## src/rtl/dfst_pkg.sv

```systemverilog
// Shared types and constants for the byte-stuffing frame transmitter.
// No dependencies; imported by every module of the block.
package dfst_pkg;

  localparam logic [7:0] FLAG_BYTE    = 8'h7E;
  localparam logic [7:0] ESC_BYTE     = 8'h7D;
  localparam logic [7:0] ESC_XOR      = 8'h20;
  localparam logic [7:0] ADDR_RESET   = 8'h03;

  // One classified payload word, as handed from the front end to the back end.
  typedef struct packed {
    logic       hdr;      // frame opens with this word: send the header first
    logic       seq;      // sequence bit for the control byte
    logic       esc;      // word is stuffed: escape byte, then data_val
    logic       last;     // word closes the frame: check byte and flag follow
    logic [7:0] addr;     // address byte for the header
    logic [7:0] data_val; // payload byte as sent (already XORed when stuffed)
    logic [7:0] parity;   // running XOR of the frame, valid when last is set
  } dfst_cmd_t;

endpackage

```

## src/rtl/dfst_front.sv

```systemverilog
// Front end: accepts payload words, keeps the frame state and classifies each word.
// Depends on dfst_pkg; feeds dfst_fifo.
module dfst_front (
  input  logic                clk,
  input  logic                rst,
  input  logic                cfg_wr_en,
  input  logic [7:0]          cfg_wr_data,
  input  logic                in_valid,
  output logic                in_ready,
  input  logic [7:0]          in_data,
  input  logic                in_last,
  input  logic                q_full,
  output logic                q_push,
  output dfst_pkg::dfst_cmd_t q_cmd
);
  import dfst_pkg::*;

  logic       in_frame;
  logic       seq_bit;
  logic [7:0] parity_acc;
  logic [7:0] address_byte;
  logic [7:0] parity_next;
  logic       stuff;

  assign in_ready = !q_full;
  assign q_push   = in_valid && !q_full;

  // A new frame restarts the check byte from this word.
  assign parity_next = (in_frame ? parity_acc : 8'h00) ^ in_data;
  assign stuff       = (in_data == FLAG_BYTE) || (in_data == ESC_BYTE);

  always_comb begin
    q_cmd.hdr      = !in_frame;
    q_cmd.seq      = seq_bit;
    q_cmd.esc      = stuff;
    q_cmd.last     = in_last;
    q_cmd.addr     = address_byte;
    q_cmd.data_val = stuff ? (in_data ^ ESC_XOR) : in_data;
    q_cmd.parity   = parity_next;
  end

  always_ff @(posedge clk) begin
    if (rst) begin
      in_frame     <= 1'b0;
      seq_bit      <= 1'b0;
      parity_acc   <= 8'h00;
      address_byte <= ADDR_RESET;
    end else begin
      if (cfg_wr_en) begin
        address_byte <= cfg_wr_data;
      end
      if (q_push) begin
        if (in_last) begin
          in_frame   <= 1'b0;
          seq_bit    <= ~seq_bit;
          parity_acc <= 8'h00;
        end else begin
          in_frame   <= 1'b1;
          parity_acc <= parity_next;
        end
      end
    end
  end

endmodule

```

## src/rtl/dfst_fifo.sv

```systemverilog
// Short command queue between the front and back ends.
// Depends on dfst_pkg for the entry type.
module dfst_fifo #(
  parameter int DEPTH = 4
) (
  input  logic                clk,
  input  logic                rst,
  input  logic                push,
  input  dfst_pkg::dfst_cmd_t push_cmd,
  input  logic                pop,
  output logic                full,
  output logic                not_empty,
  output dfst_pkg::dfst_cmd_t head
);
  import dfst_pkg::*;

  localparam int PTR_W = (DEPTH > 1) ? $clog2(DEPTH) : 1;
  localparam int CNT_W = $clog2(DEPTH + 1);

  dfst_cmd_t          entries [DEPTH];
  logic [PTR_W-1:0]   wr_ptr;
  logic [PTR_W-1:0]   rd_ptr;
  logic [CNT_W-1:0]   count;
  logic               do_push;
  logic               do_pop;

  assign full      = (count == CNT_W'(DEPTH));
  assign not_empty = (count != '0);
  assign head      = entries[rd_ptr];
  assign do_push   = push && !full;
  assign do_pop    = pop && not_empty;

  always_ff @(posedge clk) begin
    if (do_push) begin
      entries[wr_ptr] <= push_cmd;
    end
  end

  always_ff @(posedge clk) begin
    if (rst) begin
      wr_ptr <= '0;
      rd_ptr <= '0;
      count  <= '0;
    end else begin
      if (do_push) begin
        wr_ptr <= (wr_ptr == PTR_W'(DEPTH - 1)) ? '0 : wr_ptr + 1'b1;
      end
      if (do_pop) begin
        rd_ptr <= (rd_ptr == PTR_W'(DEPTH - 1)) ? '0 : rd_ptr + 1'b1;
      end
      if (do_push && !do_pop) begin
        count <= count + 1'b1;
      end else if (do_pop && !do_push) begin
        count <= count - 1'b1;
      end
    end
  end

endmodule

```

## src/rtl/dfst_back.sv

```systemverilog
// Back end: walks each queued command through header, payload and trailer bytes.
// Depends on dfst_pkg; drives the registered output stream.
module dfst_back (
  input  logic                clk,
  input  logic                rst,
  input  logic                cmd_valid,
  input  dfst_pkg::dfst_cmd_t cmd,
  output logic                cmd_pop,
  output logic                out_valid,
  input  logic                out_ready,
  output logic [7:0]          out_byte,
  output logic                out_frame_end,
  output logic                out_run_last
);
  import dfst_pkg::*;

  typedef enum logic [7:0] {
    ST_START = 8'b0000_0001,
    ST_ADDR  = 8'b0000_0010,
    ST_CTRL  = 8'b0000_0100,
    ST_HCHK  = 8'b0000_1000,
    ST_ESC   = 8'b0001_0000,
    ST_DATA  = 8'b0010_0000,
    ST_CHECK = 8'b0100_0000,
    ST_CLOSE = 8'b1000_0000
  } step_t;

  step_t      step;
  step_t      step_next;
  logic [7:0] byte_sel;
  logic       end_sel;
  logic       final_sel;
  logic       load;
  logic [7:0] ctrl_byte;

  assign ctrl_byte = {7'b0, cmd.seq};
  assign load      = cmd_valid && (!out_valid || out_ready);
  assign cmd_pop   = load && final_sel;

  always_comb begin
    byte_sel  = cmd.data_val;
    end_sel   = 1'b0;
    final_sel = 1'b0;
    step_next = ST_START;
    unique case (step)
      ST_START: begin
        if (cmd.hdr) begin
          byte_sel  = FLAG_BYTE;
          step_next = ST_ADDR;
        end else if (cmd.esc) begin
          byte_sel  = ESC_BYTE;
          step_next = ST_DATA;
        end else begin
          byte_sel  = cmd.data_val;
          final_sel = !cmd.last;
          step_next = cmd.last ? ST_CHECK : ST_START;
        end
      end
      ST_ADDR: begin
        byte_sel  = cmd.addr;
        step_next = ST_CTRL;
      end
      ST_CTRL: begin
        byte_sel  = ctrl_byte;
        step_next = ST_HCHK;
      end
      ST_HCHK: begin
        byte_sel  = cmd.addr ^ ctrl_byte;
        step_next = cmd.esc ? ST_ESC : ST_DATA;
      end
      ST_ESC: begin
        byte_sel  = ESC_BYTE;
        step_next = ST_DATA;
      end
      ST_DATA: begin
        byte_sel  = cmd.data_val;
        final_sel = !cmd.last;
        step_next = cmd.last ? ST_CHECK : ST_START;
      end
      ST_CHECK: begin
        byte_sel  = cmd.parity;
        step_next = ST_CLOSE;
      end
      ST_CLOSE: begin
        byte_sel  = FLAG_BYTE;
        end_sel   = 1'b1;
        final_sel = 1'b1;
        step_next = ST_START;
      end
      default: begin
        step_next = ST_START;
      end
    endcase
  end

  always_ff @(posedge clk) begin
    if (load) begin
      out_byte      <= byte_sel;
      out_frame_end <= end_sel;
      out_run_last  <= final_sel;
    end
  end

  always_ff @(posedge clk) begin
    if (rst) begin
      step      <= ST_START;
      out_valid <= 1'b0;
    end else begin
      if (load) begin
        step      <= step_next;
        out_valid <= 1'b1;
      end else if (out_ready) begin
        out_valid <= 1'b0;
      end
    end
  end

endmodule

```

## src/rtl/data_frame_stuffing_transmitter.sv

```systemverilog
// Byte-stuffing frame transmitter: header, stuffed payload, check byte and closing flag.
// An accepted word is queued, then the back end registers its output bytes.
// Throughput: one output word per cycle while m_axis_tready is high; a payload word makes
// 1 to 8 bytes (1 plain, 2 stuffed, plus 4 for a frame header and 2 for a frame trailer).
// The output sequencer sets the pace; the command queue absorbs bursts of FIFO_DEPTH words.
// Reset (rst, synchronous) empties the queue and output, closes any open frame,
// clears the sequence bit and loads the address register with 0x03.
module data_frame_stuffing_transmitter #(
  parameter int FIFO_DEPTH = 4
) (
  input  logic       clk,
  input  logic       rst,
  input  logic       cfg_wr_en,
  input  logic [7:0] cfg_wr_data,    // address_byte
  input  logic       s_axis_tvalid,
  output logic       s_axis_tready,
  input  logic [7:0] s_axis_tdata,   // [7:0] data_byte
  input  logic       s_axis_tlast,   // last_byte
  output logic       m_axis_tvalid,
  input  logic       m_axis_tready,
  output logic [7:0] m_axis_tdata,   // [7:0] out_byte
  output logic       m_axis_tlast,   // frame_end
  output logic [0:0] m_axis_tuser    // [0] run_last
);
  import dfst_pkg::*;

  dfst_cmd_t push_cmd;
  dfst_cmd_t head_cmd;
  logic      push;
  logic      pop;
  logic      q_full;
  logic      q_not_empty;
  logic      run_last;

  dfst_front u_front (
    .clk         (clk),
    .rst         (rst),
    .cfg_wr_en   (cfg_wr_en),
    .cfg_wr_data (cfg_wr_data),
    .in_valid    (s_axis_tvalid),
    .in_ready    (s_axis_tready),
    .in_data     (s_axis_tdata),
    .in_last     (s_axis_tlast),
    .q_full      (q_full),
    .q_push      (push),
    .q_cmd       (push_cmd)
  );

  dfst_fifo #(
    .DEPTH (FIFO_DEPTH)
  ) u_fifo (
    .clk       (clk),
    .rst       (rst),
    .push      (push),
    .push_cmd  (push_cmd),
    .pop       (pop),
    .full      (q_full),
    .not_empty (q_not_empty),
    .head      (head_cmd)
  );

  dfst_back u_back (
    .clk           (clk),
    .rst           (rst),
    .cmd_valid     (q_not_empty),
    .cmd           (head_cmd),
    .cmd_pop       (pop),
    .out_valid     (m_axis_tvalid),
    .out_ready     (m_axis_tready),
    .out_byte      (m_axis_tdata),
    .out_frame_end (m_axis_tlast),
    .out_run_last  (run_last)
  );

  assign m_axis_tuser = run_last;

endmodule

```

## config.mk

```make
export PLATFORM = sky130hd
export DESIGN_NAME = data_frame_stuffing_transmitter
export DESIGN_NICKNAME = d
export VERILOG_FILES = /design/src/rtl/dfst_pkg.sv /design/src/rtl/dfst_front.sv /design/src/rtl/dfst_fifo.sv /design/src/rtl/dfst_back.sv /design/src/rtl/data_frame_stuffing_transmitter.sv
export SDC_FILE = /design/constraint.sdc
export NUM_CORES = 1
export LEC_CHECK = 0
export ABC_AREA = 1
export BUFFER_PORTS_ARGS = -buffer_cell sky130_fd_sc_hd__clkbuf_2
export CORE_UTILIZATION = 35
export CTS_CLUSTER_DIAMETER = 50
export DETAILED_ROUTE_END_ITERATION = 12
export GPL_ROUTABILITY_DRIVEN = 1
export RECOVER_POWER = 25
export SKIP_CTS_REPAIR_TIMING = 1
export SLEW_MARGIN = 20
export SYNTH_ARGS = -nofsm -noshare
export SYNTH_HDL_FRONTEND = slang
export SYNTH_SLANG_ARGS = --single-unit
```

## constraint.sdc

```tcl
create_clock -name clk -period 3.1 [get_ports clk]
set_input_delay 0.155 -clock clk [delete_from_list [all_inputs] [get_ports clk]]
set_output_delay 0.155 -clock clk [all_outputs]
set_load 0.1 [all_outputs]
```

## After elaboration in Yosys (flattened, before gate mapping)

Memories as Yosys holds them, arrays and structs flattened. A register that Yosys moved wholly into a read port is not among the register bits.
Cells that the tools add are included.

| storage, ports and cells | value |
|---|---|
| register bits | 44 |
| latch bits | 0 |
| memory bits (writable) | 112 |
| bits in read-only memories | 0 |
| input port bits | 22 |
| output and inout port bits | 12 |
| memories | 1 |

Memory list:

| memory | words | bits a word | read ports | clocked after memory_dff | wr ports | line | text |
|---|---|---|---|---|---|---|---|
| u_fifo.entries | 4 | 28 | 1 | 1 | 1 | dfst_fifo.sv:20 | `dfst_cmd_t entries [DEPTH];` |

| cells by class | value |
|---|---|
| $add $sub $neg | 4 |
| $mul | 0 |
| div/mod/pow operators | 0 |
| $lt $le $gt $ge | 0 |
| equal/unequal tests | 13 |
| shifts and indexed selects | 0 |
| mux-type cells | 26 |
| bitwise gates (word level) | 4 |
| reduce and logical (&&, ||, !) cells | 19 |

Operators with widths:

| operator | number |
|---|---|
| $pmux W8 S7 | 2 |
| $mux W8 | 6 |
| $eq A8 B7 Y1 const B | 3 |
| $mux W6 | 2 |
| $eq A8 B1 Y1 const B | 1 |
| $eq A8 B2 Y1 const B | 1 |
| $eq A8 B3 Y1 const B | 1 |
| $eq A8 B4 Y1 const B | 1 |
| $eq A8 B5 Y1 const B | 1 |
| $eq A8 B6 Y1 const B | 1 |
| $eq A8 B8 Y1 const B | 1 |
| $mux W1 | 8 |
| $mux W2 | 4 |
| $xor A8 B1 Y8 | 1 |
| $xor A8 B8 Y8 | 1 |
| $logic_and A1 B1 Y1 | 7 |
| $mux W7 | 1 |
| $logic_not A1 Y1 | 6 |
| $mux W3 | 2 |
| $add A2 B1 Y2 const B | 2 |
| $eq A2 B2 Y1 const B | 2 |
| $reduce_bool A2 Y1 | 2 |
| $add A3 B1 Y3 const B | 1 |
| $eq A3 B3 Y1 const B | 1 |
| other kinds (6) | 8 |

## Depth between registers and ports, before layout

Gate-level depths: netlist (run 1).

| logic depth | value |
|---|---|
| depth in word-level cells | 9 |
| mapped depth | 17 |
| depth with buffers taken out | 16 |

## Modules after synthesis

A second synthesis (run 1) with hierarchy kept.

| unflattened totals | value |
|---|---|
| cell total of the unflattened synthesis | 670 |
| area total of the unflattened synthesis | 6999.2 um^2 |

By module, submodules not included:

| module | instances | cells an instance | area an instance (um^2) | seq. area each (um^2) |
|---|---|---|---|---|
| dfst_fifo | 1 | 341 | 4650.7 | 3543.4 |
| dfst_back | 1 | 187 | 1313.8 | 480.5 |
| dfst_front | 1 | 142 | 1034.7 | 360.3 |

## Worst setup path after synthesis (run 1)

OpenSTA, ideal clock, no wires.

| timing path | value |
|---|---|
| path type | flip-flop to flip-flop |
| start | register u_fifo.count[1] |
| end | memory u_fifo.entries[3][0] (netlist bit) (enable) |
| library setup time | 0.413 ns |
| data arrival time | 2.886 ns |
| required time | 2.687 ns |
| setup slack | -0.199 ns |
| cell stages (with the launch flop) | 6 |
| path buffers | 1 |
| period minus slack after synthesis | 3.299 ns |
| path through | dfxtp_1 > inv_1 > nand3_1 > nand2_2 > buf_2 > nor2_1 |

| between the ends | value |
|---|---|
| longest elaborated chain between the ends | 6 |

RTL lines:

| item | line | text |
|---|---|---|
| start: declaration | dfst_fifo.sv:23 | `logic [CNT_W-1:0] count;` |
| start signal: assignment | dfst_fifo.sv:52 | `count <= count + 1'b1;` |
| start signal: assignment | dfst_fifo.sv:54 | `count <= count - 1'b1;` |
| $eq A3 B3 Y1 (*) | dfst_fifo.sv:27 | `assign full = (count == CNT_W'(DEPTH));` |
| $logic_not A1 Y1 (*) | - |  |
| named net s_axis_tready | data_frame_stuffing_transmitter.sv:16 | `output logic s_axis_tready,` |
| $logic_and A1 B1 Y1 | dfst_front.sv:26 | `assign q_push = in_valid && !q_full;` |
| $logic_and A1 B1 Y1 (*) | dfst_fifo.sv:30 | `assign do_push = push && !full;` |
| $mux W1 (*) | dfst_fifo.sv:34 | `if (do_push) begin` |
| $mux W1 (not written as such) (*) | dfst_fifo.sv:35 | `entries[wr_ptr] <= push_cmd;` |
| end: declaration | dfst_fifo.sv:20 |  |

Mark *: on every way through the listed nets, which the timed path passes. The rest lies on a longest branch.

==> results.toml, run 1 <==
[status]
status = "finished, violations left"
violations = "negative hold slack"

[run]
cap_viol_max_count = 0

[floorplanning]
start_util_pct = 36.1
die_h_um = 141
std_cell_rows = 50
dieArea_sq_mm = 0.0200
dieWidth_um = 141
core-area_sq_mm = 0.0188
io_pins = 34

[yosys]
yosys.area_share.simple_pct = 17.6
synth_seq_area_share_pct = 64.6
synth.avg_cell_area_sq_um = 10.6
synthCells = 640
yosys_warnings = 0
synth_top_family_by_area = "simple AND/OR/NAND/NOR gates"
synthAdderAreaFrac_pct = 1.40
synth_mux_area_share_pct = 0
synth_xor_area_share_pct = 1.29
synth-compound-area-share_pct = 9.60
synth_fp_nets = 669
synth_seq_cells = 158
synth.distinct_cells = 32
netlist_area_sq_mm = 0.00679

[clock_network]
cts_buffers = 17
cts_tree = "yes"
max-clock-path-buffers = 2
insertion_delay_ps = 430
cts_sinks = 158
clockRootBuffer = "clkbuf_16"
clk_pin_slew_worst_paths_ps = 60
htree_levels = 4

[drt]
first_pass_iters = 6
drcViolationCount = 0
vias = 4594
vias_per_cell = 4.79
wl_um = 14500
ant_nets = 0
wire_per_inst_um = 15.1
drtIter0Drc = 414

[layout]
layout_commonest_cell = "nand2_1"
multiInputGateArea_sq_mm = 0.00203
final_layout_size_suffix_gt1_share_pct = 13.7
final_cell_mix = "nand2_1, edfxtp_1, nor2_1"
seqCellArea_sq_mm = 0.00439
fill_cells = 1778
syn2layout_area_growth_pct = 16.3
final_cells = 960
num-nets-final = 716
postLayoutCoreUtil_pct = 41.9
n_antenna_cell = 0

[global_routing]
grt-ovfl-total = 0
grt_pass1_wl_um = 23300
grt_pass1_vias = 4335
grt_max_degree = 41
antenna_found_initial = 0
grt_usage_pct = 15.6

[timing]
finalCritPeriodShare_pct = 79.6
fmax_mhz = 405
finalSetupViolations = 0
fin_worst_skew_ps = 6.92
max_slew_margin_pct = 56.1
worstMarginPinSlew_ps = 654
slew_viol_final = 0
layout_min_cycle_time_ps = 2470
hold_viol = 1
hold_slack_ps = -35.7
setup_slack_ps = 632
rsz0062_at_grt = "no"

[hold_path]
hp-class = "in -> reg"
worstHoldPathCells = 3
holdPathEnd = "u_front.address_byte[6]$_SDFFE_PP0P_"
holdCritStartpoint = "cfg_wr_data[6]"

[worst_setup_path]
crit_family = "simple AND/OR/NAND/NOR gates"
cpMostUsedCell = "nand2_1"
cp-end-kind = "flip-flop"
critPathMaxFanout = 20
cp_slowest_stage_delay_ps = 540
worstPathRequired_ps = 3410
worst_setup_path_start_kind = "flip-flop"
reg2reg_slack_ps = 630
cp.arrival_ps = 2780
cp.buffers_inverters = 2
r2r_cells = 13
cp_slowest_cell = "dfxtp_2"
criticalPathCategory = "reg -> reg"
reg2reg_to = "u_fifo.count[1]$_SDFFE_PP0P_"
crit_path_cell_trace = "buf_4, nand2_1, nand3_1, nand2_1, nor2_4, nand2_2, nand2_4, nand2_1, ha_1, inv_1, fa_1, o21ai_0, a21oi_1"

[power_and_ir_drop]
p_total_mw = 7.43
p_leak_nw = 3.02
power_density_mw_per_mm2 = 941
peakVddDrop_mv = 0.283

[placed_design]
dp_slack_ps = 639
gp_congestion = 0.803
dpl.cell_count = 920
dp_hpwl_um = 9400
portBuffers = 33
[synth_stat cells]
| cell type | instances | share of area (%) |
|---|---|---|
| a211oi_1 | 3 | 0.33 |
| a21oi_1 | 31 | 2.3 |
| a21oi_2 | 1 | 0.13 |
| a22oi_1 | 13 | 1.4 |
| a31oi_2 | 1 | 0.18 |
| a32oi_1 | 1 | 0.13 |
| buf_2 | 11 | 0.81 |
| buf_6 | 9 | 1.5 |
| clkbuf_1 | 5 | 0.28 |
| clkinv_1 | 1 | 0.055 |
| dfxtp_1 | 36 | 11 |
| edfxtp_1 | 122 | 54 |
| fa_1 | 1 | 0.29 |
| ha_1 | 6 | 1.1 |
| inv_1 | 48 | 2.7 |
| inv_2 | 3 | 0.17 |
| inv_4 | 1 | 0.092 |
| nand2_1 | 124 | 6.9 |
| nand2_2 | 5 | 0.46 |
| nand2_4 | 2 | 0.33 |
| nand3_1 | 35 | 2.6 |
| nand3b_1 | 4 | 0.44 |
| nand4_1 | 8 | 0.74 |
| nor2_1 | 81 | 4.5 |
| nor2_2 | 3 | 0.28 |
| nor2_4 | 8 | 1.3 |
| o211ai_1 | 1 | 0.11 |
| o21ai_0 | 35 | 2.6 |
| o21ai_1 | 19 | 1.4 |
| o22ai_1 | 11 | 1.0 |
| or2_2 | 1 | 0.092 |
| xor2_1 | 10 | 1.3 |
[final cells by class]
type	instances	share of cell area, %
Tap cell	260	4.12
Clock buffer	19	5.61
Clock inverter	13	2.35
Sequential cell	158	55.5
Multi-Input combinational cell	404	25.7
Timing Repair Buffer	53	4.12
Inverter	53	2.55
[where the power goes]
group	switching [mW]	internal [mW]	leakage (nW)	total, mW
Clock	0.832	1.37	0.294	2.20
Combinational	1.79	0.567	1.30	2.36
Sequential	0.158	2.72	1.42	2.87
[layer usage]
layer | routed length (um) | up-vias | GRT usage, %
met3 | 511 | 20 | 3.37
met5 | 0 | - | 0
li1 | - | 2294 | -
met2 | 6830 | 94 | 24.8
met4 | 238 | 0 | 6.01
met1 | 6960 | 2186 | 20.8
[worst max path at each step]
stage               slack (ps)  cells past startpoint                         start                             end
floorplan                 -200                      5  u_fifo.count[1]$_SDFFE_PP0P_  u_fifo.entries[3][0]$_DFFE_PP_
global placement           670                     15                     flip-flop    u_fifo.count[2]$_SDFFE_PP0P_
detailed placement         640                     13                     flip-flop    u_fifo.count[1]$_SDFFE_PP0P_
CTS                        620                     15                     flip-flop    u_fifo.count[2]$_SDFFE_PP0P_
global route               330                     15                     flip-flop    u_fifo.count[2]$_SDFFE_PP0P_
finish                     630                     13                     flip-flop    u_fifo.count[1]$_SDFFE_PP0P_
[state kept, by name, indices dropped and copies added, names as in the netlist, 2 cells and up, named ones only]
name	cells
u_back.step	8
u_fifo.wr_ptr	2
u_front.parity_acc	8
u_fifo.entries	112
u_back.out_byte	8
u_fifo.rd_ptr	2
u_fifo.count	3
u_front.address_byte	8
[tightest hold or removal path: cells and delay by family]
| family | cells | cell delay, ps |
|---|---|---|
| buffers and inverters | 1 | 80 |
| and+or+nand+nor | 2 | 120 |
[per-stage QoR]
step                      area [sq um]  setup TNS (ps)
after CTS                         7830               0
after floorplan                   6790          -22300
final                             7900               0
after global placement            7210               0
after global routing              7900               0
after detailed placement          7210               0
[cells by family (layout without fill, tap and decap cells)]
kind of cell	count (synthesis)	in the layout
adders and majority gates	7	7
DFF	158	158
buffers and inverters	78	138
AOI/OAI and AO/OA	116	116
and+or+nand+nor	271	271
xor gates and xnor gates	10	10
Power figures use the tool's default switching activity.
==> run 2: changes to the inputs <==
Clock period 3.1 ns to 2.04 ns, I/O delays scaled along.
==> run 2 against run 1 <==
Compared with the run above:
- combinational power up 72%
- sequential share of layout area is 2.4 points lower
- sequential cell count unchanged
- total power is 57% higher
- the run ends with negative setup slack left
- worst hold slack gained 81 ps
==> results.toml, run 2 (same netlist as run 1, synthesis figures left out) <==
[power_and_ir_drop]
p_leak_nw = 3.16
peakVddDrop_mv = 0.604
power_density_mw_per_mm2 = 1410
p_total_mw = 11.6

[run]
cap_viol_max_count = 0

[worst_setup_path]
cp.arrival_ps = 2430
criticalPathCategory = "reg -> reg"
r2r_cells = 16
worstPathRequired_ps = 2360
worst_setup_path_start_kind = "flip-flop"
cp-end-kind = "flip-flop"
critPathMaxFanout = 6

[floorplanning]
core-area_sq_mm = 0.0188
dieArea_sq_mm = 0.0200
io_pins = 34
std_cell_rows = 50
dieWidth_um = 141
die_h_um = 141
start_util_pct = 36.1

[clock_network]
clockRootBuffer = "clkbuf_16"
cts_tree = "yes"
cts_sinks = 158
htree_levels = 4
insertion_delay_ps = 430
clk_pin_slew_worst_paths_ps = 60
cts_buffers = 17
max-clock-path-buffers = 2

[drt]
ant_nets = 0
wire_per_inst_um = 15.4
drcViolationCount = 0
vias = 4764
drtIter0Drc = 388
vias_per_cell = 4.84
wl_um = 15100
first_pass_iters = 4

[timing]
worstMarginPinSlew_ps = 805
layout_min_cycle_time_ps = 2120
setup_slack_ps = -75.7
hold_slack_ps = 45.5
rsz0062_at_grt = "yes"
hold_viol = 0
fmax_mhz = 473
finalSetupViolations = 1
fin_worst_skew_ps = 6.33
finalSetupTns_ps = -75.7
max_slew_margin_pct = 46.3
finalCritPeriodShare_pct = 104
slew_viol_final = 0

[status]
violations = "negative setup slack"
status = "finished, violations left"

[layout]
largest_register_ffs = 112
multiInputGateArea_sq_mm = 0.00215
final_layout_size_suffix_gt1_share_pct = 18.8
fill_cells = 1734
top_register = "u_fifo.entries"
syn2layout_area_growth_pct = 21.8
finalInstanceArea_sq_mm = 0.00827
final_cell_mix = "edfxtp_1, nand2_1, nor2_1"
postLayoutCoreUtil_pct = 43.9
layout_commonest_cell = "edfxtp_1"
final_cells = 985
seqCellArea_sq_mm = 0.00440
n_antenna_cell = 0
num-nets-final = 741

[placed_design]
placed_area_sq_mm = 0.00742
gp_congestion = 0.864
portBuffers = 33
dp_hpwl_um = 9750
dp_slack_ps = -94.9
dpl.cell_count = 933

[hold_path]
worstHoldPathCells = 4
hp-class = "in -> reg"

[global_routing]
grt-ovfl-total = 0
grt_pass1_wl_um = 23700
grt_max_degree = 47
antenna_found_initial = 0
grt_pass1_vias = 4637
grt_usage_pct = 15.7
==> run 2: power breakdown <==
part	total, mW	leakage, nW	internal [mW]	switching [mW]
combinational	4.07	1.44	1.13	2.93
clock	3.19	0.290	1.84	1.34
sequential	4.38	1.42	4.14	0.245
total	11.6	3.16	7.11	4.52
==> run 2: final timing paths <==
path,startpoint,to,slack [ps]
max,flip-flop,u_fifo.count[2]$_SDFFE_PP0P_,-80
max reg2reg,flip-flop,u_fifo.count[2]$_SDFFE_PP0P_,-80
min,m_axis_tready,u_back.out_valid$_SDFFE_PP0P_,50
min reg2reg,u_front.address_byte[5]$_SDFFE_PP0P_,u_fifo.entries[0][21]$_DFFE_PP_,500
==> run 2: layout make-up <==
cell class                 count  area share [%]
multi-input combinational    404            26.0
tap                          260            3.93
inverter                      53            2.47
timing repair buffer          78            7.05
sequential                   158            53.2
clock inverter                15            2.19
clock buffer                  17            5.14
==> run 2: critical path, cell delays in order, from the launching register on <==
cell and delay, ps:
dfxtp_4 400, buf_6 120, nand2_1 60, nand3_2 90, nand2_4 70, nand2_2 70, inv_2 30, nand2_2 60
nand2_4 50, nand2_2 70, ha_4 120, inv_2 40, fa_2 400, a21oi_2 160, o21ai_2 70, o21ai_1 120
a21oi_1 50
==> run 2: routing by layer <==
metal  track usage [%]  vias up  wire length, um  share of wire [%]
met5                 0        -                0                  0
met4              5.84        0              256                1.7
met3              2.67       20              453                3.0
met2              27.8       94             7550                 50
met1              19.2     2305             6880                 45
li1                  -     2345                -                  -
